===== config.mk =====
export PLATFORM = sky130hd
export DESIGN_NAME = tlch_fifo
export DESIGN_NICKNAME = d
export VERILOG_FILES = /design/src/rtl/tlch_pkg.sv /design/src/rtl/tlch_fifo.sv
export SDC_FILE = /design/constraint.sdc
export NUM_CORES = 1
export LEC_CHECK = 0
export BUFFER_PORTS_ARGS = -buffer_cell sky130_fd_sc_hd__buf_2
export CAP_MARGIN = 40
export CORE_UTILIZATION = 55
export DETAILED_ROUTE_END_ITERATION = 6
export GPL_TIMING_DRIVEN = 0
export HOLD_SLACK_MARGIN = 0.05
export PLACE_DENSITY = 0.88
export REMOVE_ABC_BUFFERS = 1
export SLEW_MARGIN = 20
export SYNTH_ARGS = -nofsm -noshare
export SYNTH_HDL_FRONTEND = slang
export SYNTH_SLANG_ARGS = --single-unit

===== constraint.sdc =====
create_clock -name clock -period 3.8 [get_ports clock]
set_input_delay 0.38 -clock clock [delete_from_list [all_inputs] [get_ports clock]]
set_output_delay 0.38 -clock clock [all_outputs]
set_load 0.02 [all_outputs]

===== src/rtl/tlch_pkg.sv =====
package tlch_pkg;

   // Default sizes, handed down from the top level
   localparam int MAX_TOKEN_BIN_DEF = 30;
   localparam int CHAR_BINS_DEF     = 128;
   localparam int COUNT_WIDTH_DEF   = 32;

   // Field widths fixed by the stream format
   localparam int OP_W       = 2;
   localparam int BYTE_W     = 8;
   localparam int INDEX_W    = 7;
   localparam int REQ_DATA_W = 24;
   localparam int OUT_W      = 32;

   // Address fields sized for the largest allowed bin counts
   localparam int LEN_ADDR_W = 6;
   localparam int CHR_ADDR_W = 8;

   // Command queue between front and back
   localparam int FIFO_DEPTH  = 4;
   localparam int FIFO_AW     = $clog2(FIFO_DEPTH);
   localparam int FIFO_CNT_W  = $clog2(FIFO_DEPTH + 1);

   typedef enum logic [OP_W-1:0] {
      OP_TEXT   = 2'd0,
      OP_RD_LEN = 2'd1,
      OP_RD_CHR = 2'd2,
      OP_NONE   = 2'd3
   } tlch_op_type;

   // One decoded item as the back end executes it
   typedef struct packed {
      logic                  len_bump;
      logic                  chr_bump;
      logic                  rd;
      logic                  rd_chr;
      logic                  rd_zero;
      logic [LEN_ADDR_W-1:0] len_addr;
      logic [CHR_ADDR_W-1:0] chr_addr;
   } tlch_cmd_type;

   function automatic logic tlch_is_sep(input logic [BYTE_W-1:0] b);
      logic sep;
      unique case (b)
         8'h00, 8'h7B, 8'h7D, 8'h28, 8'h29, 8'h5B, 8'h5D,
         8'h2C, 8'h3B, 8'h22, 8'h20, 8'h0A, 8'h09, 8'h5E: sep = 1'b1;
         default:                                        sep = 1'b0;
      endcase
      return sep;
   endfunction

endpackage


===== src/rtl/tlch_fifo.sv =====
module tlch_fifo import tlch_pkg::*; (
   input  logic         clock,
   input  logic         reset,
   input  logic         push,
   input  tlch_cmd_type push_cmd,
   output logic         full,
   input  logic         pop,
   output logic         head_valid,
   output tlch_cmd_type head_cmd
);

   tlch_cmd_type           entry_ff [FIFO_DEPTH];
   logic [FIFO_AW-1:0]     wr_ptr_ff, rd_ptr_ff;
   logic [FIFO_CNT_W-1:0]  count_ff, count_in;
   logic                   do_pop;

   assign full       = (count_ff == FIFO_CNT_W'(FIFO_DEPTH));
   assign head_valid = (count_ff != '0);
   assign head_cmd   = entry_ff[rd_ptr_ff];
   assign do_pop     = pop && head_valid;

   always_comb begin
      count_in = count_ff;
      if (push && !do_pop) begin
         count_in = count_ff + FIFO_CNT_W'(1);
      end else if (do_pop && !push) begin
         count_in = count_ff - FIFO_CNT_W'(1);
      end
   end

   always_ff @(posedge clock) begin
      if (reset) begin
         wr_ptr_ff <= '0;
         rd_ptr_ff <= '0;
         count_ff  <= '0;
      end else begin
         count_ff <= count_in;
         if (push) begin
            wr_ptr_ff <= wr_ptr_ff + FIFO_AW'(1);
         end
         if (do_pop) begin
            rd_ptr_ff <= rd_ptr_ff + FIFO_AW'(1);
         end
      end
   end

   always_ff @(posedge clock) begin
      if (push) begin
         entry_ff[wr_ptr_ff] <= push_cmd;
      end
   end

endmodule


# Word-level counts from Yosys, hierarchy flattened
# Memories as Yosys holds them, arrays and structs flattened. A register that Yosys moved wholly into a read port is not among the register bits.
# Index checks and enable logic that the tools add are counted.
[op_classes]
mux = 6
reduce_logical = 7
n_addsub = 4
eq_ne = 1
[ops]
columns = ["operator", "n"]
rows = [
  ["3-bit two-way mux", 2],
  ["2-bit by 1-bit adder with 2-bit output, second input constant", 2],
  ["2-bit two-way mux", 2],
  ["3-bit by 1-bit adder with 3-bit output, second input constant", 1],
  ["3-bit equality test, second input constant", 1],
  ["1-bit logical AND", 3],
  ["3-bit nonzero test", 1],
  ["3-bit by 1-bit subtractor with 3-bit output, second input constant", 1],
  ["1-bit zero test", 2],
  ["1-bit two-way mux", 2],
  ["2-bit nonzero test", 1],
]
[totals]
memories = 1
ff_bits = 7
elab_cells = 22
input_bits = 23
ramBits = 76
out_inout_bits = 21
[memory_table]
columns = ["name", "depth", "width", "read_ports", "rd_clocked_by_memory_dff", "wr", "line_no", "rtl"]
rows = [
  ["entry_ff", 4, 19, 1, 1, 1, "tlch_fifo.sv:12", "tlch_cmd_type entry_ff [FIFO_DEPTH];"],
]

# Longest topological paths before layout
# Gate-level depths: netlist of run 1.
[logic_depth]
depth_word = 5
depth_mapped = 7
ltp_nobuf = 7

# Least setup slack after synthesis of run 1
# No wires, ideal clock.
[synth_timing]
kind = "reg2reg"
from = "register count_ff[0]"
to = "register count_ff[2]"
required_time_ps = 3730
synth_period_minus_slack_ps = 1964
stages_incl_launch_ff = 8
n_path_buf = 0
setup_slack_ps = 1836
setup_ps = 70
arrival_ps = 1894
cell_sequence = "dfxtp_1 -> o31ai_1 -> ha_1 -> inv_1 -> fa_1 -> xor2_1 -> or3_1 -> a21oi_1"
[synth_via]
elab_chain_cells = 5
word_cells_on_any_way = 10
cone_classes = "add/sub (2); mux (2); reduce/logical (6)"
[synth_lines]
columns = ["element", "line_no", "rtl"]
rows = [
  ["start, declared", "tlch_fifo.sv:14", "logic [FIFO_CNT_W-1:0] count_ff, count_in;"],
  ["start signal, assigned", "tlch_fifo.sv:37", "count_ff <= count_in;"],
  ["branches (longest 5 deep; another with 3-bit by 1-bit subtractor with 3-bit output)", "-", ""],
]
# Several ways; the timed one is not identified. The select of a mux whose other input is x is not followed.
# A chain may end at the register's enable or synchronous reset.

==> impl_metrics.env, run 1 <==
export IMPL_vdd_drop_max_uv=409
export IMPL_cp_top_family="flip-flops"
export IMPL_core_area_mm2=0.00557
export IMPL_grt_first_pass_wirelength_um=7790
export IMPL_netlist_area_mm2=0.00322
export IMPL_track_usage_pct=18.5
export IMPL_crit_slowest_cell="dfxtp_1"
export IMPL_ys_ff_latch=85
export IMPL_critPathRequiredTime_ns=3.42
export IMPL_path_max_fanout=12
export IMPL_slew_headroom_pct=53.8
export IMPL_clkSlewWorstSetupHoldPaths_ns=0.09
export IMPL_synth_xor_area_share_pct=1.36
export IMPL_routed_via_density=5.46
export IMPL_finalMaxSlewViolations=0
export IMPL_final_common_cell="edfxtp_1"
export IMPL_rsz0062_at_grt="false"
export IMPL_overflow=0
export IMPL_place_ws_ns=1.69
export IMPL_multi_input_area_um2=706
export IMPL_cts_hold_buffers_added=0
export IMPL_cp_cell_sequence="buf_8 > mux4_2 > buf_2"
export IMPL_num_vias=1502
export IMPL_place_inst=258
export IMPL_wl_per_cell_um=18.8
export IMPL_syn2layout_area_growth_pct=16.8
export IMPL_pwr_share_clk_pct=26.5
export IMPL_final_nets=227
export IMPL_cts_made_buffers=9
export IMPL_cts_root_buf="clkbuf_8"
export IMPL_std_cell_rows=27
export IMPL_cp_arrival_ns=2.04
export IMPL_ys_types=22
export IMPL_tns_ns=0
export IMPL_whs_endpoint="entry_ff[0][3]"
export IMPL_grt_pass1_vias=1599
export IMPL_seq_area_mm2=0.00246
export IMPL_portBuffers=43
export IMPL_clockBufferDepth=2
export IMPL_diodes=0
export IMPL_dieArea_mm2=0.00617
export IMPL_die_x_um=78.6
export IMPL_internal_power_uw=1660
export IMPL_clock_latency_ns=0.34
export IMPL_synthMuxAreaShare_pct=14.9
export IMPL_seqPwrFrac_pct=49.4
export IMPL_start_kind="flop"
export IMPL_period_share_pct=63.8
export IMPL_htreeDepth=3
export IMPL_power_density_mw_per_mm2=618
export IMPL_drtAntennaViolNets=0
export IMPL_layout_common_cells="edfxtp_1 (76), buf_2 (43), mux4_2 (10)"
export IMPL_yosys_area_share_simple_pct=2.21
export IMPL_rrSetupSlack_ns=1.67
export IMPL_drive_above_1_share_pct=36.9
export IMPL_cts_num_sinks=85
export IMPL_maxCapViolations=0
export IMPL_nFillCells=361
export IMPL_dpl_hpwl_um=3490
export IMPL_first_iter_violations=73
export IMPL_max_stage_delay_ns=0.77
export IMPL_cts_tree="done"
export IMPL_postCtsSetupRepairBufs=0
export IMPL_fin_skew_ns=0.00666
export IMPL_grt_antenna_before_repair=1
export IMPL_crit_buf_inv=2
export IMPL_cp_end_kind="primary output"
export IMPL_final_cells=275
export IMPL_r2r_end="count_ff[2]"
export IMPL_drc=0
export IMPL_cts_resized=0
export IMPL_synth_compound_area_share_pct=0.815
export IMPL_hold_path_cell_count=1
export IMPL_p_switching_uw=668
export IMPL_synth_top_family_by_area="multiplexers"
export IMPL_die_h_um=78.6
export IMPL_r2r_start="count_ff[0]"
export IMPL_layout_setup_ws_ns=1.38
export IMPL_syn_area_per_cell_um2=22.5
export IMPL_hold_start="push_cmd[3]"
export IMPL_placed_area_mm2=0.00355
export IMPL_combPwrFrac_pct=24.0
export IMPL_fin_crit_ns=2.42
export IMPL_grt_max_degree=20
export IMPL_finalHoldViolCount=0
export IMPL_ys_warn_count=0
export IMPL_synth_adder_area_share_pct=2.56
export IMPL_power_leakage_uw=0.00133
export IMPL_setup_viol=0
export IMPL_firstDrtPassIters=4
export IMPL_finalWirelength_um=5180
export IMPL_fin_area_mm2=0.00377
export IMPL_ioPinCount=44
export IMPL_worst_pin_slew_ns=0.692
export IMPL_swShare_pct=28.7
export IMPL_yosysSeqAreaShare_pct=76.4
export IMPL_max_freq_mhz=412
export IMPL_postSynthCellCount=143
export IMPL_run_status="complete, no violations"
export IMPL_initial_core_util_pct=57.8
export IMPL_place_congestion=0.643
export IMPL_hold_path_class="input port to flop"
export IMPL_critical_path_class="flop to primary output"
export IMPL_r2r_cells=7
==> logic make-up after synthesis <==
family,count (synthesis)
AO/OA/AOI/OAI,4
AND/OR/NAND/NOR,14
flip-flops,85
multiplexers,21
adder cells (fa/ha/maj),6
XOR/XNOR,5
buffers and inverters,8
==> power by group through the flow <==
| stage | Combinational (uW) | Sequential, uW | Clock (uW) |
|---|---|---|---|
| 2_1_floorplan | 362 | 1180 | 0 |
| 3_3_place_gp | 486 | 1200 | 0 |
| 3_5_place_dp | 544 | 1190 | 0 |
| 4_1_cts | 548 | 1160 | 629 |
| 5_1_grt | 597 | 1160 | 658 |
| 6_report | 559 | 1150 | 618 |
==> per-layer routing <==
metal	GRT usage (%)	vias to the layer above	share of wire [%]
met2	32.7	40	54
met5	0	-	0.21
met3	4.42	8	4.0
met1	20.3	758	41
li1	-	694	-
met4	10.6	2	1.3
==> cells in the mapped netlist <==
cell	number	area, um2
nor2_1	7	26.3
o311ai_0	1	8.76
o21ai_0	1	5.00
or3_1	2	12.5
a21oi_1	1	5.00
xnor2_1	1	8.76
buf_2	2	10.0
mux4_2	10	225
inv_1	3	11.3
clkbuf_1	1	3.75
and2_1	4	25.0
nor3b_1	1	7.51
o31ai_1	1	7.51
buf_6	1	11.3
mux4_1	9	236
mux2i_1	2	20.0
ha_1	5	62.6
dfxtp_1	9	180
edfxtp_1	76	2280
buf_12	1	20.0
fa_1	1	20.0
xor2_1	4	35.0
==> metrics by stage <==
step                      hold slack (ns)  util, %  total power, uW
after global placement              0.508     62.5             1690
after floorplan                     0.449        -             1540
final                               0.245     67.6             2330
after CTS                           0.228     67.3             2340
after detailed placement            0.514     63.7             1730
after global routing                0.230     67.6             2410
==> worst max path at each step <==
| stage | slack, ns | to | start | depth (start not counted) |
|---|---|---|---|---|
| global placement | 1.43 | head_cmd[14] | flop | 2 |
| global route | 1.28 | head_cmd[10] | flop | 3 |
| CTS | 1.33 | head_cmd[10] | flop | 3 |
| detailed placement | 1.69 | count_ff[2] | count_ff[0] | 7 |
| finish | 1.38 | head_cmd[10] | flop | 3 |
| floorplan | 1.78 | head_cmd[12] | flop | 1 |
==> state kept, by name (all words and copies together) (netlist names), named ones only <==
| name | count |
|---|---|
| wr_ptr_ff | 2 |
| rd_ptr_ff | 2 |
| entry_ff | 76 |
| count_ff | 3 |
==> cell type report <==
class                      instances  share of cell area [%]
clock buffer                       9                    3.29
clock inverter                     7                    1.99
inverter                           3                   0.299
multi-input combinational         50                    18.7
sequential                        85                    65.4
tap                               72                    2.39
timing repair buffer              49                    7.91
No activity file was read; power rests on OpenSTA's default activity.
==> inputs of run 2 (changes only) <==
--- a/config.mk
+++ b/config.mk
@@ -7,11 +7,11 @@
 export LEC_CHECK = 0
 export BUFFER_PORTS_ARGS = -buffer_cell sky130_fd_sc_hd__buf_2
 export CAP_MARGIN = 40
-export CORE_UTILIZATION = 55
+export CORE_UTILIZATION = 51
 export DETAILED_ROUTE_END_ITERATION = 6
 export GPL_TIMING_DRIVEN = 0
 export HOLD_SLACK_MARGIN = 0.05
-export PLACE_DENSITY = 0.88
+export PLACE_DENSITY = 0.86
 export REMOVE_ABC_BUFFERS = 1
 export SLEW_MARGIN = 20
 export SYNTH_ARGS = -nofsm -noshare
==> constraint.sdc (replaced) <==
create_clock -name clock -period 2.2 [get_ports clock]
set_input_delay 0.22 -clock clock [delete_from_list [all_inputs] [get_ports clock]]
set_output_delay 0.22 -clock clock [all_outputs]
set_load 0.02 [all_outputs]
==> impl_metrics.env, run 2 (synthesized netlist as in run 1, its figures left out) <==
export IMPL_run_status="complete, no violations"
export IMPL_fin_crit_ns=2.08
export IMPL_grt_first_pass_wirelength_um=7640
export IMPL_dpl_hpwl_um=3360
export IMPL_diodes=0
export IMPL_crit_buf_inv=1
export IMPL_path_max_fanout=6
export IMPL_layout_common_cells="edfxtp_1 (76), buf_2 (43), mux4_2 (10)"
export IMPL_fin_skew_ns=0.00516
export IMPL_rsz0062_at_grt="false"
export IMPL_largest_reg_flops=76
export IMPL_holdWs_ns=0.0982
export IMPL_syn2layout_area_growth_pct=16.1
export IMPL_clock_latency_ns=0.34
export IMPL_die_h_um=81.5
export IMPL_htreeDepth=3
export IMPL_slew_headroom_pct=62.9
export IMPL_fin_util_pct=62.1
export IMPL_ioPinCount=44
export IMPL_std_cell_rows=28
export IMPL_place_congestion=0.702
export IMPL_finalHoldViolCount=0
export IMPL_grt_antenna_before_repair=0
export IMPL_grt_pass1_vias=1567
export IMPL_cp_end_kind="flop"
export IMPL_place_ws_ns=0.0829
export IMPL_max_freq_mhz=481
export IMPL_vdd_drop_max_uv=717
export IMPL_power_density_mw_per_mm2=1040
export IMPL_routed_via_density=5.47
export IMPL_grt_max_degree=20
export IMPL_final_common_cell="edfxtp_1"
export IMPL_firstDrtPassIters=4
export IMPL_dieArea_mm2=0.00664
export IMPL_max_stage_delay_ns=0.38
export IMPL_final_nets=226
export IMPL_crit_slowest_cell="dfxtp_1"
export IMPL_die_x_um=81.5
export IMPL_initial_core_util_pct=53.5
export IMPL_drc=0
export IMPL_start_kind="flop"
export IMPL_setup_viol=0
export IMPL_period_share_pct=94.5
export IMPL_first_iter_violations=79
export IMPL_reg_top3="entry_ff (76), count_ff (3)"
export IMPL_cts_tree="done"
export IMPL_place_inst=260
export IMPL_overflow=0
export IMPL_num_vias=1504
export IMPL_finalWirelength_um=4870
export IMPL_cts_made_buffers=9
export IMPL_maxCapViolations=0
export IMPL_cp_top_family="adder cells"
export IMPL_cp_arrival_ns=2.35
export IMPL_drtAntennaViolNets=0
export IMPL_finalMaxSlewViolations=0
export IMPL_cts_num_sinks=85
export IMPL_cp_cell_sequence="o31ai_2 > ha_1 > inv_1 > fa_1 > xor2_1 > or3_1 > a21oi_1"
export IMPL_postCtsSetupRepairBufs=0
export IMPL_core_area_mm2=0.00603
export IMPL_track_usage_pct=16.7
export IMPL_drive_above_1_share_pct=36.5
export IMPL_regMostFlops="entry_ff"
export IMPL_final_cells=275
export IMPL_wl_per_cell_um=17.7
export IMPL_cts_hold_buffers_added=0
export IMPL_critical_path_class="flop to flop"
export IMPL_clkSlewWorstSetupHoldPaths_ns=0.08
export IMPL_cts_root_buf="clkbuf_8"
export IMPL_clockBufferDepth=2
export IMPL_power_leakage_uw=0.00132
export IMPL_layout_setup_ws_ns=0.122
export IMPL_hold_path_class="input port to flop"
export IMPL_worst_pin_slew_ns=0.557
export IMPL_portBuffers=43
export IMPL_critPathRequiredTime_ns=2.48
## run 2: through the flow
step	instance area, um2	power, uW	setup TNS [ns]
after floorplan	3180	2660	0
after global placement	3490	2920	-0.0497
after detailed placement	3550	2960	0
after CTS	3730	3950	0
after global routing	3740	4100	0
final	3740	3910	0
## run 2: layer usage
| layer | vias up | wire (um) | global-route usage (%) |
|---|---|---|---|
| li1 | 693 | - | - |
| met4 | 0 | 48 | 6.96 |
| met1 | 767 | 2020 | 19.2 |
| met3 | 7 | 209 | 5.00 |
| met5 | - | 0 | 0 |
| met2 | 37 | 2590 | 29.0 |
## run 2: final timing paths
kind	start	end	slack [ns]	cells past startpoint
worst max-delay path	count_ff[1]	count_ff[2]	0.12	7
worst min register to register	count_ff[2]	count_ff[2]	0.54	2
worst min-delay path	push_cmd[4]	entry_ff[1][4]	0.1	1
worst max register to register	count_ff[1]	count_ff[2]	0.12	7
## run 2: cell type report
| class | instances | area, um2 |
|---|---|---|
| repair buffers | 48 | 283 |
| flip-flops and latches | 85 | 2470 |
| well taps | 75 | 93.8 |
| multi-input cells | 50 | 711 |
| inverters | 3 | 11.3 |
| clock buffers | 9 | 124 |
| clock inverters | 5 | 53.8 |
| fillers | 431 | 2280 |
## run 2: what timing repair did
action | in CTS | in global routing
gates resized for setup | 1 | 1
pin swaps | 0 | 0
setup endpoints to repair | 1 | 1
## run 2: report_power, final
| part | internal (uW) | switching, uW |
|---|---|---|
| combinational | 439 | 437 |
| clock | 505 | 485 |
| sequential | 1880 | 158 |
| total | 2830 | 1080 |
