[src/rtl/tlch_pkg.sv]
package tlch_pkg;

   // Default sizes, handed down from the top level
   localparam int MAX_TOKEN_BIN_DEF = 30;
   localparam int CHAR_BINS_DEF     = 128;
   localparam int COUNT_WIDTH_DEF   = 32;

   // Field widths fixed by the stream format
   localparam int OP_W       = 2;
   localparam int BYTE_W     = 8;
   localparam int INDEX_W    = 7;
   localparam int REQ_DATA_W = 24;
   localparam int OUT_W      = 32;

   // Address fields sized for the largest allowed bin counts
   localparam int LEN_ADDR_W = 6;
   localparam int CHR_ADDR_W = 8;

   // Command queue between front and back
   localparam int FIFO_DEPTH  = 4;
   localparam int FIFO_AW     = $clog2(FIFO_DEPTH);
   localparam int FIFO_CNT_W  = $clog2(FIFO_DEPTH + 1);

   typedef enum logic [OP_W-1:0] {
      OP_TEXT   = 2'd0,
      OP_RD_LEN = 2'd1,
      OP_RD_CHR = 2'd2,
      OP_NONE   = 2'd3
   } tlch_op_type;

   // One decoded item as the back end executes it
   typedef struct packed {
      logic                  len_bump;
      logic                  chr_bump;
      logic                  rd;
      logic                  rd_chr;
      logic                  rd_zero;
      logic [LEN_ADDR_W-1:0] len_addr;
      logic [CHR_ADDR_W-1:0] chr_addr;
   } tlch_cmd_type;

   function automatic logic tlch_is_sep(input logic [BYTE_W-1:0] b);
      logic sep;
      unique case (b)
         8'h00, 8'h7B, 8'h7D, 8'h28, 8'h29, 8'h5B, 8'h5D,
         8'h2C, 8'h3B, 8'h22, 8'h20, 8'h0A, 8'h09, 8'h5E: sep = 1'b1;
         default:                                        sep = 1'b0;
      endcase
      return sep;
   endfunction

endpackage

[src/rtl/tlch_front.sv]
module tlch_front import tlch_pkg::*; #(
   parameter int MAX_TOKEN_BIN = MAX_TOKEN_BIN_DEF,
   parameter int CHAR_BINS     = CHAR_BINS_DEF
) (
   input  logic               clock,
   input  logic               reset,
   input  logic               req_tvalid,
   output logic               req_tready,
   input  logic [OP_W-1:0]    op,
   input  logic [BYTE_W-1:0]  byte_value,
   input  logic               end_of_line,
   input  logic [INDEX_W-1:0] bin_index,
   input  logic               fifo_full,
   output logic               push,
   output tlch_cmd_type       push_cmd
);

   localparam int TLW = $clog2(MAX_TOKEN_BIN + 1);

   logic [TLW-1:0] token_len_ff, token_len_in;
   logic [TLW-1:0] grown, after_byte, close_len;
   logic           accept, sep;
   tlch_op_type    op_code;

   assign req_tready = !fifo_full && !reset;
   assign accept     = req_tvalid && req_tready;
   assign op_code    = tlch_op_type'(op);
   assign sep        = tlch_is_sep(byte_value);

   always_comb begin
      grown      = (token_len_ff < TLW'(MAX_TOKEN_BIN)) ? token_len_ff + TLW'(1) : token_len_ff;
      after_byte = sep ? '0 : grown;
      // a separator closes the open token; end of line closes what the byte left
      close_len  = sep ? token_len_ff : (end_of_line ? after_byte : '0);

      push_cmd = '0;
      push     = 1'b0;
      token_len_in = token_len_ff;
      unique case (op_code)
         OP_TEXT: begin
            push              = accept;
            push_cmd.len_bump = (close_len != '0);
            push_cmd.len_addr = LEN_ADDR_W'(close_len - TLW'(1));
            push_cmd.chr_bump = (byte_value > 8'd1) &&
                                ({1'b0, byte_value} < 9'(CHAR_BINS));
            push_cmd.chr_addr = CHR_ADDR_W'(byte_value);
            if (accept) begin
               token_len_in = (sep || end_of_line) ? '0 : grown;
            end
         end
         OP_RD_LEN: begin
            push              = accept;
            push_cmd.rd       = 1'b1;
            push_cmd.rd_zero  = (bin_index == '0) || (bin_index > INDEX_W'(MAX_TOKEN_BIN));
            push_cmd.len_addr = LEN_ADDR_W'(bin_index - INDEX_W'(1));
         end
         OP_RD_CHR: begin
            push              = accept;
            push_cmd.rd       = 1'b1;
            push_cmd.rd_chr   = 1'b1;
            push_cmd.rd_zero  = ({2'b0, bin_index} >= 9'(CHAR_BINS));
            push_cmd.chr_addr = CHR_ADDR_W'(bin_index);
         end
         OP_NONE: begin
            push = 1'b0;
         end
         default: begin
            push = 1'b0;
         end
      endcase
   end

   always_ff @(posedge clock) begin
      if (reset) begin
         token_len_ff <= '0;
      end else begin
         token_len_ff <= token_len_in;
      end
   end

endmodule

[config.mk]
export PLATFORM = sky130hd
export DESIGN_NAME = tlch_front
export DESIGN_NICKNAME = d
export VERILOG_FILES = /design/src/rtl/tlch_pkg.sv /design/src/rtl/tlch_front.sv
export SDC_FILE = /design/constraint.sdc
export NUM_CORES = 1
export LEC_CHECK = 0
export BUFFER_PORTS_ARGS = -buffer_cell sky130_fd_sc_hd__buf_2
export CAP_MARGIN = 10
export CORE_MARGIN = 1.5
export CORE_UTILIZATION = 47
export DETAILED_ROUTE_END_ITERATION = 12
export GPL_TIMING_DRIVEN = 0
export PLACE_DENSITY = 0.84
export SLEW_MARGIN = 10
export SYNTH_ARGS = -nofsm -noshare
export SYNTH_HDL_FRONTEND = slang
export SYNTH_SLANG_ARGS = --single-unit
[constraint.sdc]
create_clock -name clock -period 3.5 [get_ports clock]
set_input_delay 0.525 -clock clock [delete_from_list [all_inputs] [get_ports clock]]
set_output_delay 0.525 -clock clock [all_outputs]
set_load 0.005 [all_outputs]
== After elaboration in Yosys (flattened, before gate mapping) ==
Index checks and enable logic that the tools add are counted.

* Equal/unequal tests: 16
* Magnitude comparators: 4
* Add/subtract/negate cells: 3
* Multiplexer cells: 12
* Reductions and logical operators: 15

{| class="wikitable"
|+ Operators with widths
! cell !! number
|-
| $eq 8x6->1 const B || 6
|-
| $eq 8x7->1 const B || 5
|-
| $mux 5 || 4
|-
| $eq 8x4->1 const B || 2
|-
| $pmux 8 s2 || 1
|-
| $reduce_or 14->1 || 1
|-
| $pmux 6 s2 || 1
|-
| $gt 8x1->1 const B || 1
|-
| $logic_not 8->1 || 1
|-
| $lt 8x8->1 const B || 1
|-
| $gt 7x5->1 const B || 1
|-
| $logic_not 7->1 || 1
|-
| $sub 5x1->6 const B || 1
|-
| $sub 6x1->6 const B || 1
|-
| $add 5x1->5 const B || 1
|-
| $lt 5x5->1 const B || 1
|-
| $reduce_bool 5->1 || 1
|-
| $eq 2x2->1 const B || 2
|-
| $mux 1 || 4
|-
| $logic_and 1x1->1 || 3
|-
| $reduce_or 3->1 || 1
|-
| $eq 2x1->1 const B || 1
|-
| $logic_not 1->1 || 2
|-
| $logic_not 2->1 || 1
|-
| 5 further kinds || 6
|}

* Bits in registers: 5
* Bits of input ports: 22

== Longest topological paths before layout ==
Gate-level depths: netlist (run 1).

* Depth in word-level cells: 6
* Gate-level depth with buffers: 11
* Mapped depth without buffers: 10

== Worst setup path before layout (run 1) ==
Ideal clock, no wire load.

* Path type: input to output
* Start: in byte_value[0]
* End: out push_cmd[12] in the netlist's numbering
* Setup slack: 486 ps
* Cell stages on the path: 11
* Arrival time: 2,489 ps
* Path buffers: 1
* Cell sequence: buf_2 > nor2b_1 > o211ai_1 > o221ai_2 > or2_4 > o211ai_1 > inv_1 > ha_1 > nor3b_1 > xor2_1 > nor2_1

{| class="wikitable"
|+ RTL lines
! element !! line !! RTL
|-
| start: declaration || tlch_front.sv:10 || <nowiki>input logic [BYTE_W-1:0] byte_value,</nowiki>
|-
| end: declaration || tlch_front.sv:15 || <nowiki>output tlch_cmd_type push_cmd</nowiki>
|}

==> results of run 1 <==
==> metrics by stage <==
step	TNS (ns)	std cells	worst slack (ns)	instance area (um2)	hold slack [ns]
6_report	0	210	0.110	1260	0.527
3_5_place_dp	0	206	0.0556	1200	0.550
5_1_grt	-0.0280	210	-0.0280	1260	0.538
3_3_place_gp	0	206	0.169	1200	0.543
2_1_floorplan	0	138	0.486	957	0.485
4_1_cts	0	210	0.0587	1220	0.525
==> routing by layer <==
layer / vias to the layer above / track usage, %
met5: - / 0
met4: 0 / 2.16
met3: 3 / 0
met2: 57 / 38.9
met1: 580 / 32.0
li1: 628 / -
==> cell usage after synthesis, drive strengths merged, types with 3 or more instances <==
library cell and number:
a21oi 11, a22o 7, and2 3, and3 4
clkbuf 4, dfxtp 5, ha 6, inv 4
nand2 9, nand3b 3, nor2 20, nor2b 3
nor3 6, nor4 3, o211ai 6, o21ai 8
==> worst register-to-register path: cells and delay by family (launching register included) <==
| family | cells | cell delay [ns] |
|---|---|---|
| flip-flops | 1 | 0.49 |
| buffers and inverters | 1 | 0.24 |
| AO/OA/AOI/OAI | 2 | 0.40 |
| AND/OR/NAND/NOR | 1 | 0.23 |
==> final timing paths <==
path,start,to,cells past startpoint
min reg2reg,token_len_ff[1],token_len_ff[1],2
max reg2reg,token_len_ff[2],token_len_ff[2],4
min,reset,token_len_ff[1],2
max,byte_value[3],push_cmd[12],12
==> layout make-up <==
cell class                 count  area share (%)
multi-input combinational    122            66.8
timing repair buffer          43            17.4
sequential                     5            7.93
tap                           27            2.68
clock buffer                   4            2.08
inverter                       5            1.78
buffer                         4            1.29
==> kinds of logic (layout without fill, tap and decap cells) <==
kind of cell             Yosys count  after routing  synth area share (%)
AND/OR/NAND/NOR                   63             63                  35.6
AO/OA/AOI/OAI                     50             50                  39.0
buffers and inverters             11             56                  4.44
adder cells (fa/ha/maj)            6              6                  7.84
flip-flops                         5              5                  10.5
XOR/XNOR                           3              3                  2.75
==> where the power goes <==
part / switching (uW) / total, uW / internal, uW
logic: 60.3 / 110 / 49.8
registers: 0.253 / 57.6 / 57.4
clock network: 19.3 / 62.1 / 42.8
total: 79.9 / 230 / 150
==> repair_timing <==
| item | in CTS | in global routing |
|---|---|---|
| setup endpoints to repair | 0 | 2 |
| resized for setup | 0 | 6 |
| buffers inserted | 0 | 2 |
==> summary.md, run 1 <==
| Metric | Value |
|---|---|
| Status | `completed` |
| Total power | `around 230 uW` |
| Gr usage total | `between 20% and 30%` |
| Met3 wire length | `approximately 150 um` |
| Endpoints failing setup | `0` |
| Tcrit/Tclk final | `just under 100%` |
| Post-synth top flop | `dfxtp_1` |
| Yosys cell types | `46` |
| Most Frequent Cell on Critical Path | `buf_2` |
| Largest register FFs | `5` |
| Highest signal layer in the routed design | `met4` |
| CTS H-tree depth | `1` |
| WL final | `roughly 2.8 mm` |
| Synth-to-layout area growth | `31.9%` |
| Most frequent cells in the layout | `buf_2 (42), nor2_1 (20), a21oi_1 (10)` |
| Die height | `48.1 um` |
| Layout cells sized above 1 | `31.7%` |
| Hold-fix buffers, CTS | `0` |
| Ant. Diodes | `0` |
| CP Cell Sequence | `buf_2 -> and4b_1 -> a32oi_2 -> o221ai_2 -> or2_4 -> o211ai_1 -> inv_1 -> ha_1 -> nor3b_2 -> xor2_1 -> nor2_1 -> buf_2` |
| Antenna violations before repair | `0` |
| Total global routing overflow | `0` |
| Worst-case clock skew | `0.00124 ns` |
| Fin nets | `between 200 and 250` |
| CP Max Fanout | `8` |
| Netlist area before placement | `between 900 and 1000 um2` |
| Starting Density | `49.3%` |
| Synth async-reset ratio | `0%` |
| R2R Setup Slk | `2.05 ns` |
| DR pass1 iterations | `4` |
| Starting DRT DRC Count | `37` |
| Core area | `1940 um2` |
| Largest net degree at the start of global routing | `11` |
| Clk buf depth | `2` |
| Critical path type | `in -> out` |
| Mean area per synthesized cell | `6.94 um2` |
| CTS Sinks | `5` |
| FF+latch count, synth | `5` |
| Worst Path Required | `between 2 and 3 ns` |
| CTS tree | `done` |
| CP Capture Type | `primary output` |
| Pwr Density | `182 nW/um2` |
| Sequential area share after synthesis | `around a tenth` |
| Share of the synthesized area in the top cell type | `around a tenth` |
| Top flop regs | `token_len_ff (5)` |
| Clk slew on worst S/H paths | `~0.04 ns` |
| CP Data Arrival Time | `2.87 ns` |
| Synth area leaders | `dfxtp_1 (10%), ha_1 (7.8%), nor2_1 (7.8%)` |
| Global-route wire length before repair | `between 3 and 4 mm` |
| Fillers | `approximately 190` |
| Hold Path Class | `in -> reg` |
| Crit path time final | `between 3 and 4 ns` |
| Synth Instances | `138` |
| Antenna Nets Post-Route | `0` |
| Leakage Power | `0.000595 uW` |
| Wire length on met1 | `about 1.2 mm` |
| DP HPWL | `just over 2 mm` |
| Final hold violations | `0` |
| EDFF count, synth | `0` |
| Met2 WL post-DR | `1.34 mm` |
| Max VDD drop | `256 uV` |
| Syn_nets | `~170` |
| Die X | `slightly below 50 um` |
| Vias | `1,268` |
| Gpl congestion | `about 0.9` |
| Crit path buf inv count | `3` |
| Max-slew violations | `0` |
| Slew @ Worst Pin | `0.431 ns` |
| Largest register by flop count | `token_len_ff` |
| Most common cell after layout, fill and taps aside | `buf_2` |
| Reg area | `between 100 and 150 um2` |
| Ys Warns | `0` |
| Cell row count | `16` |
| I/O Buffers | `41` |
| Crit-path max cell delay | `approximately 0.37 ns` |
| Finished Core Util | `between 60% and 70%` |
| Fmax | `0.295 GHz` |
| Vias in the first global route | `944` |
| Max-cap viol count | `0` |
| Crit path max-delay family | `simple AND/OR/NAND/NOR gates` |
| Leading area contributor after synthesis | `dfxtp_1` |
| Startpoint Class | `primary input` |
| Avg WL per Cell | `~13 um` |
| Cts bufs inserted | `3` |
| Vias/cell | `a little over 6` |
| # DRC | `0` |
| Slew HR | `71.3%` |
| Area of the multi-input gates | `around 840 um2` |
| Ports | `43` |
| Clock Latency Late Sink | `0.23 ns` |
| DIE AREA | `between 2000 and 2500 um2` |
| Crit-path slowest cell | `o211ai_1` |
| Clock root buffer | `clkbuf_4` |
(Power assumes the default switching activity.)
==> run 2: changes to the inputs <==
Settings changed: CORE_ASPECT_RATIO from default to 0.9.
==> run 2 against run 1 <==
Effect of this change:
- sequential power about the same
- critical path depth unchanged
- non-clock buffer count unchanged
- sequential share of layout area about the same
==> summary.md, run 2 (synthesized netlist as in run 1, its figures left out) <==
| Metric | Value |
|---|---|
| I/O Buffers | `41 (unchanged)` |
| Cts bufs inserted | `3 (unchanged)` |
| Combinational Power Share | `48.3% (was 47.9%)` |
| Largest register by flop count | `token_len_ff (unchanged)` |
| Final hold violations | `0 (unchanged)` |
| Avg WL per Cell | `14.7 um (was 13.1 um)` |
| Clk buf depth | `2 (unchanged)` |
| CP Capture Type | `primary output (unchanged)` |
| Sequential power share | `24.7% (was 25.1%)` |
| Met3 wire length | `197 um (was 150 um)` |
| Crit path time final | `3.34 ns (was 3.39 ns)` |
| Vias/cell | `6.28 (was 6.04)` |
| Starting DRT DRC Count | `54 (was 37)` |
| Vias | `1,307 (was 1,268)` |
| Sw Ratio | `35.7% (was 34.7%)` |
| DIE AREA | `2320 um2 (about the same)` |
| Antenna Nets Post-Route | `0 (unchanged)` |
| CTS H-tree depth | `1 (unchanged)` |
| Max-cap viol count | `0 (unchanged)` |
| Leakage Power | `0.000593 uW (was 0.000595 uW)` |
| Clk slew on worst S/H paths | `0.04 ns (about the same)` |
| Hold Path End | `token_len_ff[2] (was token_len_ff[1])` |
| Fin nets | `212 (unchanged)` |
| R2R Setup Slk | `2.07 ns (was 2.05 ns)` |
| Antenna violations before repair | `0 (unchanged)` |
| CP Data Arrival Time | `2.81 ns (was 2.87 ns)` |
| Internal power | `150 uW (about the same)` |
| Critical path type | `in -> out (unchanged)` |
| Max VDD drop | `215 uV (was 256 uV)` |
| Layout cells sized above 1 | `31.1% (was 31.7%)` |
| Tcrit/Tclk final | `95.3% (was 96.9%)` |
| Core area | `1910 um2 (was 1940 um2)` |
| Finished Core Util | `66.1% (was 65.0%)` |
| Ant. Diodes | `0 (unchanged)` |
| Total power | `233 uW (was 230 uW)` |
| DR pass1 iterations | `4 (unchanged)` |
| Largest register FFs | `5 (unchanged)` |
| Clk pwr share | `27.0% (about the same)` |
| Ports | `43 (unchanged)` |
| DP HPWL | `2.19 mm (was 2.04 mm)` |
| Worst r2r src | `token_len_ff[2] (unchanged)` |
| Met2 WL post-DR | `1.47 mm (was 1.34 mm)` |
| Worst-case clock skew | `0.000922 ns (was 0.00124 ns)` |
| Largest net degree at the start of global routing | `11 (unchanged)` |
| # DRC | `0 (unchanged)` |
| Endpoints failing setup | `0 (unchanged)` |
| Most common cell after layout, fill and taps aside | `buf_2 (unchanged)` |
| Status | `completed (unchanged)` |
| Cell row count | `15 (was 16)` |
| Starting Density | `50.0% (was 49.3%)` |
| Gpl congestion | `0.904 (was 0.900)` |
| Hold Path Class | `in -> reg (unchanged)` |
| Fmax | `0.300 GHz (was 0.295 GHz)` |
| Startpoint Class | `primary input (unchanged)` |
| Slew @ Worst Pin | `0.469 ns (was 0.431 ns)` |
| Hold-fix buffers, CTS | `0 (unchanged)` |
| Switch Pwr | `83.4 uW (was 79.9 uW)` |
| Top flop regs | `token_len_ff (5) (unchanged)` |
| Hold path start | `reset (unchanged)` |
| R2R cell count | `5 (was 4)` |
| Fillers | `169 (was 191)` |
| WHS Path Cells | `2 (unchanged)` |
| Vias in the first global route | `1,104 (was 944)` |
| Wire length on met1 | `1.35 mm (was 1.24 mm)` |
| Highest signal layer in the routed design | `met4 (unchanged)` |
| Synth-to-layout area growth | `32.3% (was 31.9%)` |
| Gr usage total | `24.8% (was 22.3%)` |
| CTS tree | `done (unchanged)` |
| CP Max Fanout | `8 (unchanged)` |
| Max-slew violations | `0 (unchanged)` |
| RR Endpoint | `token_len_ff[0] (was token_len_ff[2])` |
| Worst Path Required | `2.97 ns (about the same)` |
| Die X | `50.6 um (was 48.1 um)` |
| Slew HR | `68.8% (was 71.3%)` |
| Global-route wire length before repair | `4.57 mm (was 3.93 mm)` |
| WL final | `3.06 mm (was 2.76 mm)` |
| Total global routing overflow | `0 (unchanged)` |
| Clock root buffer | `clkbuf_4 (unchanged)` |
| Most frequent cells in the layout | `buf_2 (42), nor2_1 (20), a21oi_1 (10) (unchanged)` |
| Die height | `45.8 um (was 48.1 um)` |
| CTS Sinks | `5 (unchanged)` |
| Clock Latency Late Sink | `0.23 ns (about the same)` |
| Pwr Density | `184 nW/um2 (was 182 nW/um2)` |
==> run 2: layout make-up <==
type / count / area (um2) / share of cell area, %
Timing Repair Buffer: 43 / 220 / 17.4
Sequential cell: 5 / 100 / 7.91
Tap cell: 25 / 31.3 / 2.47
Inverter: 5 / 22.5 / 1.78
Multi-Input combinational cell: 122 / 850 / 67.1
Clock buffer: 4 / 26.3 / 2.08
Buffer: 4 / 16.3 / 1.28
==> run 2: worst max path at each step <==
stage,slack [ns],end,start
detailed placement,0.01,push_cmd[12],op[1]
global placement,0.13,push_cmd[12],op[1]
floorplan,0.49,push_cmd[12],byte_value[0]
global route,-0.02,push_cmd[12],byte_value[3]
CTS,0.01,push_cmd[12],op[1]
finish,0.16,push_cmd[12],byte_value[3]
==> run 2: power by group through the flow <==
stage	logic, uW	registers (uW)	clock network, uW
2_1_floorplan	55.9	58.5	0
3_3_place_gp	98.7	58.6	0
3_5_place_dp	103	58.6	0
4_1_cts	103	57.6	65.2
5_1_grt	123	57.5	70.4
6_report	113	57.6	62.9
==> run 2: what timing repair did <==
action	CTS	global route
setup endpoints to repair	0	5
setup buffers	0	2
gates resized for setup	0	6
endpoints found under the hold margin	0	0
==> run 2: metal layers <==
layer  track usage (%)  up-vias
met5                 0        -
met4              8.11        0
met3              3.62        8
met2              44.2       78
met1              31.1      596
li1                  -      625
==> run 2: through the flow <==
step / cell area [um2] / setup WS (ns) / hold slack [ns] / instances / TNS (ns)
global route: 1270 / -0.0174 / 0.541 / 208 / -0.0174
detailed placement: 1190 / 0.0148 / 0.545 / 204 / 0
floorplan: 957 / 0.486 / 0.485 / 138 / 0
CTS: 1220 / 0.00967 / 0.533 / 208 / 0
global placement: 1190 / 0.134 / 0.546 / 204 / 0
finish: 1270 / 0.163 / 0.536 / 208 / 0
==> run 2: worst max-delay path, cell delays in order <==
cell and delay (ns):
buf_2 0.14, and4b_1 0.23, a32oi_2 0.27, o221ai_4 0.17, o311ai_0 0.37, o211ai_1 0.22, inv_1 0.10, ha_1 0.17
nor3b_1 0.26, xor2_1 0.17, nor2_1 0.05, buf_2 0.13
==> run 3: changes to the inputs <==
Settings changed: ABC_AREA from default to 1, CORE_UTILIZATION 47 to 49.
==> run 3 against run 2 <==
Effect of this change:
- clock skew is 0.0073 ns higher
- final area rose by 10%
- synthesized area rose by 18%
- worst setup slack improved by 0.63 ns
- power up 7.3%
- clock-buffer cell count unchanged
- critical endpoint unchanged
- largest cell class unchanged
==> summary.md, run 3 <==
| Metric | Value |
|---|---|
| Pwr Density | `179 nW/um2 (was 184 nW/um2)` |
| Share of the synthesized area in the top cell type | `16.6% (was 10.5%)` |
| CTS tree | `done (unchanged)` |
| Netlist area before placement | `1130 um2 (was 957 um2)` |
| Vias/cell | `5.08 (was 6.28)` |
| Gpl congestion | `0.863 (was 0.904)` |
| FF+latch count, synth | `5 (unchanged)` |
| Synth area leaders | `nand2_1 (17%), inv_1 (11%), nor2_1 (9.0%) (was dfxtp_1 (10%), ha_1 (7.8%), nor2_1 (7.8%))` |
| Startpoint Class | `primary input (unchanged)` |
| Clock root buffer | `clkbuf_4 (unchanged)` |
| Slew @ Worst Pin | `0.480 ns (was 0.469 ns)` |
| Max-slew violations | `0 (unchanged)` |
| Max VDD drop | `202 uV (was 215 uV)` |
| Die height | `48.5 um (was 45.8 um)` |
| Endpoints failing setup | `0 (unchanged)` |
| CTS Sinks | `5 (unchanged)` |
| Post-placement cell area | `1370 um2 (was 1190 um2)` |
| Post-synth top flop | `dfxtp_1 (unchanged)` |
| Antenna Nets Post-Route | `0 (unchanged)` |
| Avg WL per Cell | `10.2 um (was 14.7 um)` |
| Cts bufs inserted | `3 (unchanged)` |
| Antenna violations before repair | `0 (unchanged)` |
| Hold Path Class | `reg -> reg (was in -> reg)` |
| Largest register by flop count | `token_len_ff (unchanged)` |
| Crit path time final | `2.71 ns (was 3.34 ns)` |
| CP Max Fanout | `6 (was 8)` |
| Starting DRT DRC Count | `37 (was 54)` |
| Clk buf depth | `2 (unchanged)` |
| RSZ-0062 raised after global routing | `false` |
| Most common cell after layout, fill and taps aside | `nand2_1 (was buf_2)` |
| Setup crit start | `byte_value[0] (was byte_value[3])` |
| Ys Warns | `0 (unchanged)` |
| Ant. Diodes | `0 (unchanged)` |
| Core area | `2180 um2 (was 1910 um2)` |
| Clk slew on worst S/H paths | `0.05 ns (was 0.04 ns)` |
| Critical path type | `in -> out (unchanged)` |
| Fin nets | `275 (was 212)` |
| DP HPWL | `2.35 mm (was 2.19 mm)` |
| Gr usage total | `22.4% (was 24.8%)` |
| Mean area per synthesized cell | `5.64 um2 (was 6.94 um2)` |
| CP Data Arrival Time | `2.18 ns (was 2.81 ns)` |
| Clock Latency Late Sink | `0.25 ns (was 0.23 ns)` |
| Leakage Power | `0.000823 uW (was 0.000593 uW)` |
| Most frequent cell after synthesis | `nand2_1 (was nor2_1)` |
| CP Capture Type | `primary output (unchanged)` |
| Syn_nets | `228 (was 166)` |
| Max-cap viol count | `0 (unchanged)` |
| Synth Instances | `200 (was 138)` |
| Post-route design area | `1400 um2 (was 1270 um2)` |
| Worst-case clock skew | `0.00823 ns (was 0.000922 ns)` |
| Synth async-reset ratio | `0% (unchanged)` |
| Starting Density | `51.7% (was 50.0%)` |
| Global-route wire length before repair | `4.55 mm (was 4.57 mm)` |
| Layout cells sized above 1 | `30.9% (was 31.1%)` |
| Tcrit/Tclk final | `77.3% (was 95.3%)` |
| Post-synth top cells | `nand2_1 (50), inv_1 (32), nor2_1 (27), nand2_2 (10), nand3_1 (10) (was nor2_1 (20), a21oi_1 (11), nand2_1 (9), o21ai_0 (8), a22o_1 (7))` |
| Setup TNS | `0 ns (unchanged)` |
| Vias | `1,386 (was 1,307)` |
| Sequential area share after synthesis | `8.88% (was 10.5%)` |
| Status | `completed (unchanged)` |
| DR pass1 iterations | `4 (unchanged)` |
| Hold path start | `token_len_ff[4] (was reset)` |
| Final hold violations | `0 (unchanged)` |
| Leading area contributor after synthesis | `nand2_1 (was dfxtp_1)` |
| Resize count post-CTS | `0 (unchanged)` |
| Die X | `53.6 um (was 50.6 um)` |
| I/O Buffers | `42 (was 41)` |
| Largest register FFs | `5 (unchanged)` |
| Yosys cell types | `30 (was 46)` |
| Vias in the first global route | `1,153 (was 1,104)` |
| Worst r2r src | `token_len_ff[0] (was token_len_ff[2])` |
| # DRC | `0 (unchanged)` |
| Hold-fix buffers, CTS | `0 (unchanged)` |
| Slew HR | `67.9% (was 68.8%)` |
| Worst Path Required | `2.97 ns (about the same)` |
| Ports | `43 (unchanged)` |
| Placed cell count | `269 (was 204)` |
| WL final | `2.79 mm (was 3.06 mm)` |
| Top flop regs | `token_len_ff (5) (unchanged)` |
| Largest net degree at the start of global routing | `11 (unchanged)` |
| CTS H-tree depth | `1 (unchanged)` |
| Most frequent cells in the layout | `nand2_1 (50), buf_2 (42), inv_1 (32) (was buf_2 (42), nor2_1 (20), a21oi_1 (10))` |
| Synth-to-layout area growth | `24.0% (was 32.3%)` |
| Cell row count | `16 (was 15)` |
| Total global routing overflow | `0 (unchanged)` |
| EDFF count, synth | `0 (unchanged)` |
| Layout Cells excl Fill | `273 (was 208)` |
| Setup bufs post-CTS | `0 (unchanged)` |
| Fmax | `0.369 GHz (was 0.300 GHz)` |
| Finished Core Util | `64.0% (was 66.1%)` |
| DIE AREA | `2600 um2 (was 2320 um2)` |
[run 3: cell count changes in the layout (fill, tap and decap cells not counted), moves of 5 or more]
cell / previous run / this run
nand2_2: 0 / 10
nand4_1: 1 / 7
nand3_2: 0 / 5
a22o_1: 7 / 0
o211ai_1: 6 / 0
nand2_1: 9 / 50
nand3_1: 2 / 10
inv_1: 4 / 32
nor2_1: 20 / 27
[run 3: report_power, final]
part           leakage [uW]  internal (uW)  switching (uW)  total [uW]
logic              0.000768           49.2            71.2         120
registers         0.0000405           58.4            1.92        60.3
clock network     0.0000150           43.3            26.3        69.6
[run 3: logic make-up after synthesis]
family | synth area share (%)
compound gates | 16.4
xor+xnor | 0.777
fa+ha+maj | 6.66
buf+inv | 13.2
flops | 8.88
simple gates | 54.1
[run 3: final cells by class]
type / instances / area (um2)
Buffer: 1 / 11.3
Clock buffer: 4 / 26.3
Fill cell: 217 / 785
Inverter: 36 / 138
Multi-Input combinational cell: 158 / 878
Sequential cell: 5 / 100
Tap cell: 27 / 33.8
Timing Repair Buffer: 42 / 210
[run 3: critical path, stage by stage]
cell	delay (ns)
buf_2	0.12
inv_1	0.10
nor2_1	0.06
nand2_1	0.05
nand2_1	0.08
a21oi_4	0.22
nand3_4	0.16
nand2_2	0.11
nand3_2	0.08
nand2_4	0.09
ha_1	0.18
nand3_1	0.10
o21ai_1	0.13
a21oi_1	0.05
buf_2	0.12
[run 3: per-stage QoR]
stage | power, uW | setup WS (ns) | hold WS (ns)
2_1_floorplan | 137 | 1.18 | 0.549
3_3_place_gp | 180 | 0.819 | 0.574
3_5_place_dp | 181 | 0.794 | 0.580
4_1_cts | 251 | 0.786 | 0.584
5_1_grt | 271 | 0.609 | 0.635
6_report | 250 | 0.793 | 0.588
[run 3: final timing paths]
check / endpoint / slack (ns) / depth (start not counted)
setup / recovery: push_cmd[12] / 0.79 / 15
hold / removal: token_len_ff[4] / 0.59 / 2
setup reg to reg: token_len_ff[2] / 2.24 / 6
hold reg to reg: token_len_ff[4] / 0.59 / 2
[run 3: per-layer routing]
metal	share of wire (%)	GRT usage, %	vias to the layer above
met5	0	0	-
met2	46	35.8	54
met3	6.9	1.23	0
met4	0	5.56	0
li1	-	-	734
met1	47	32.5	598
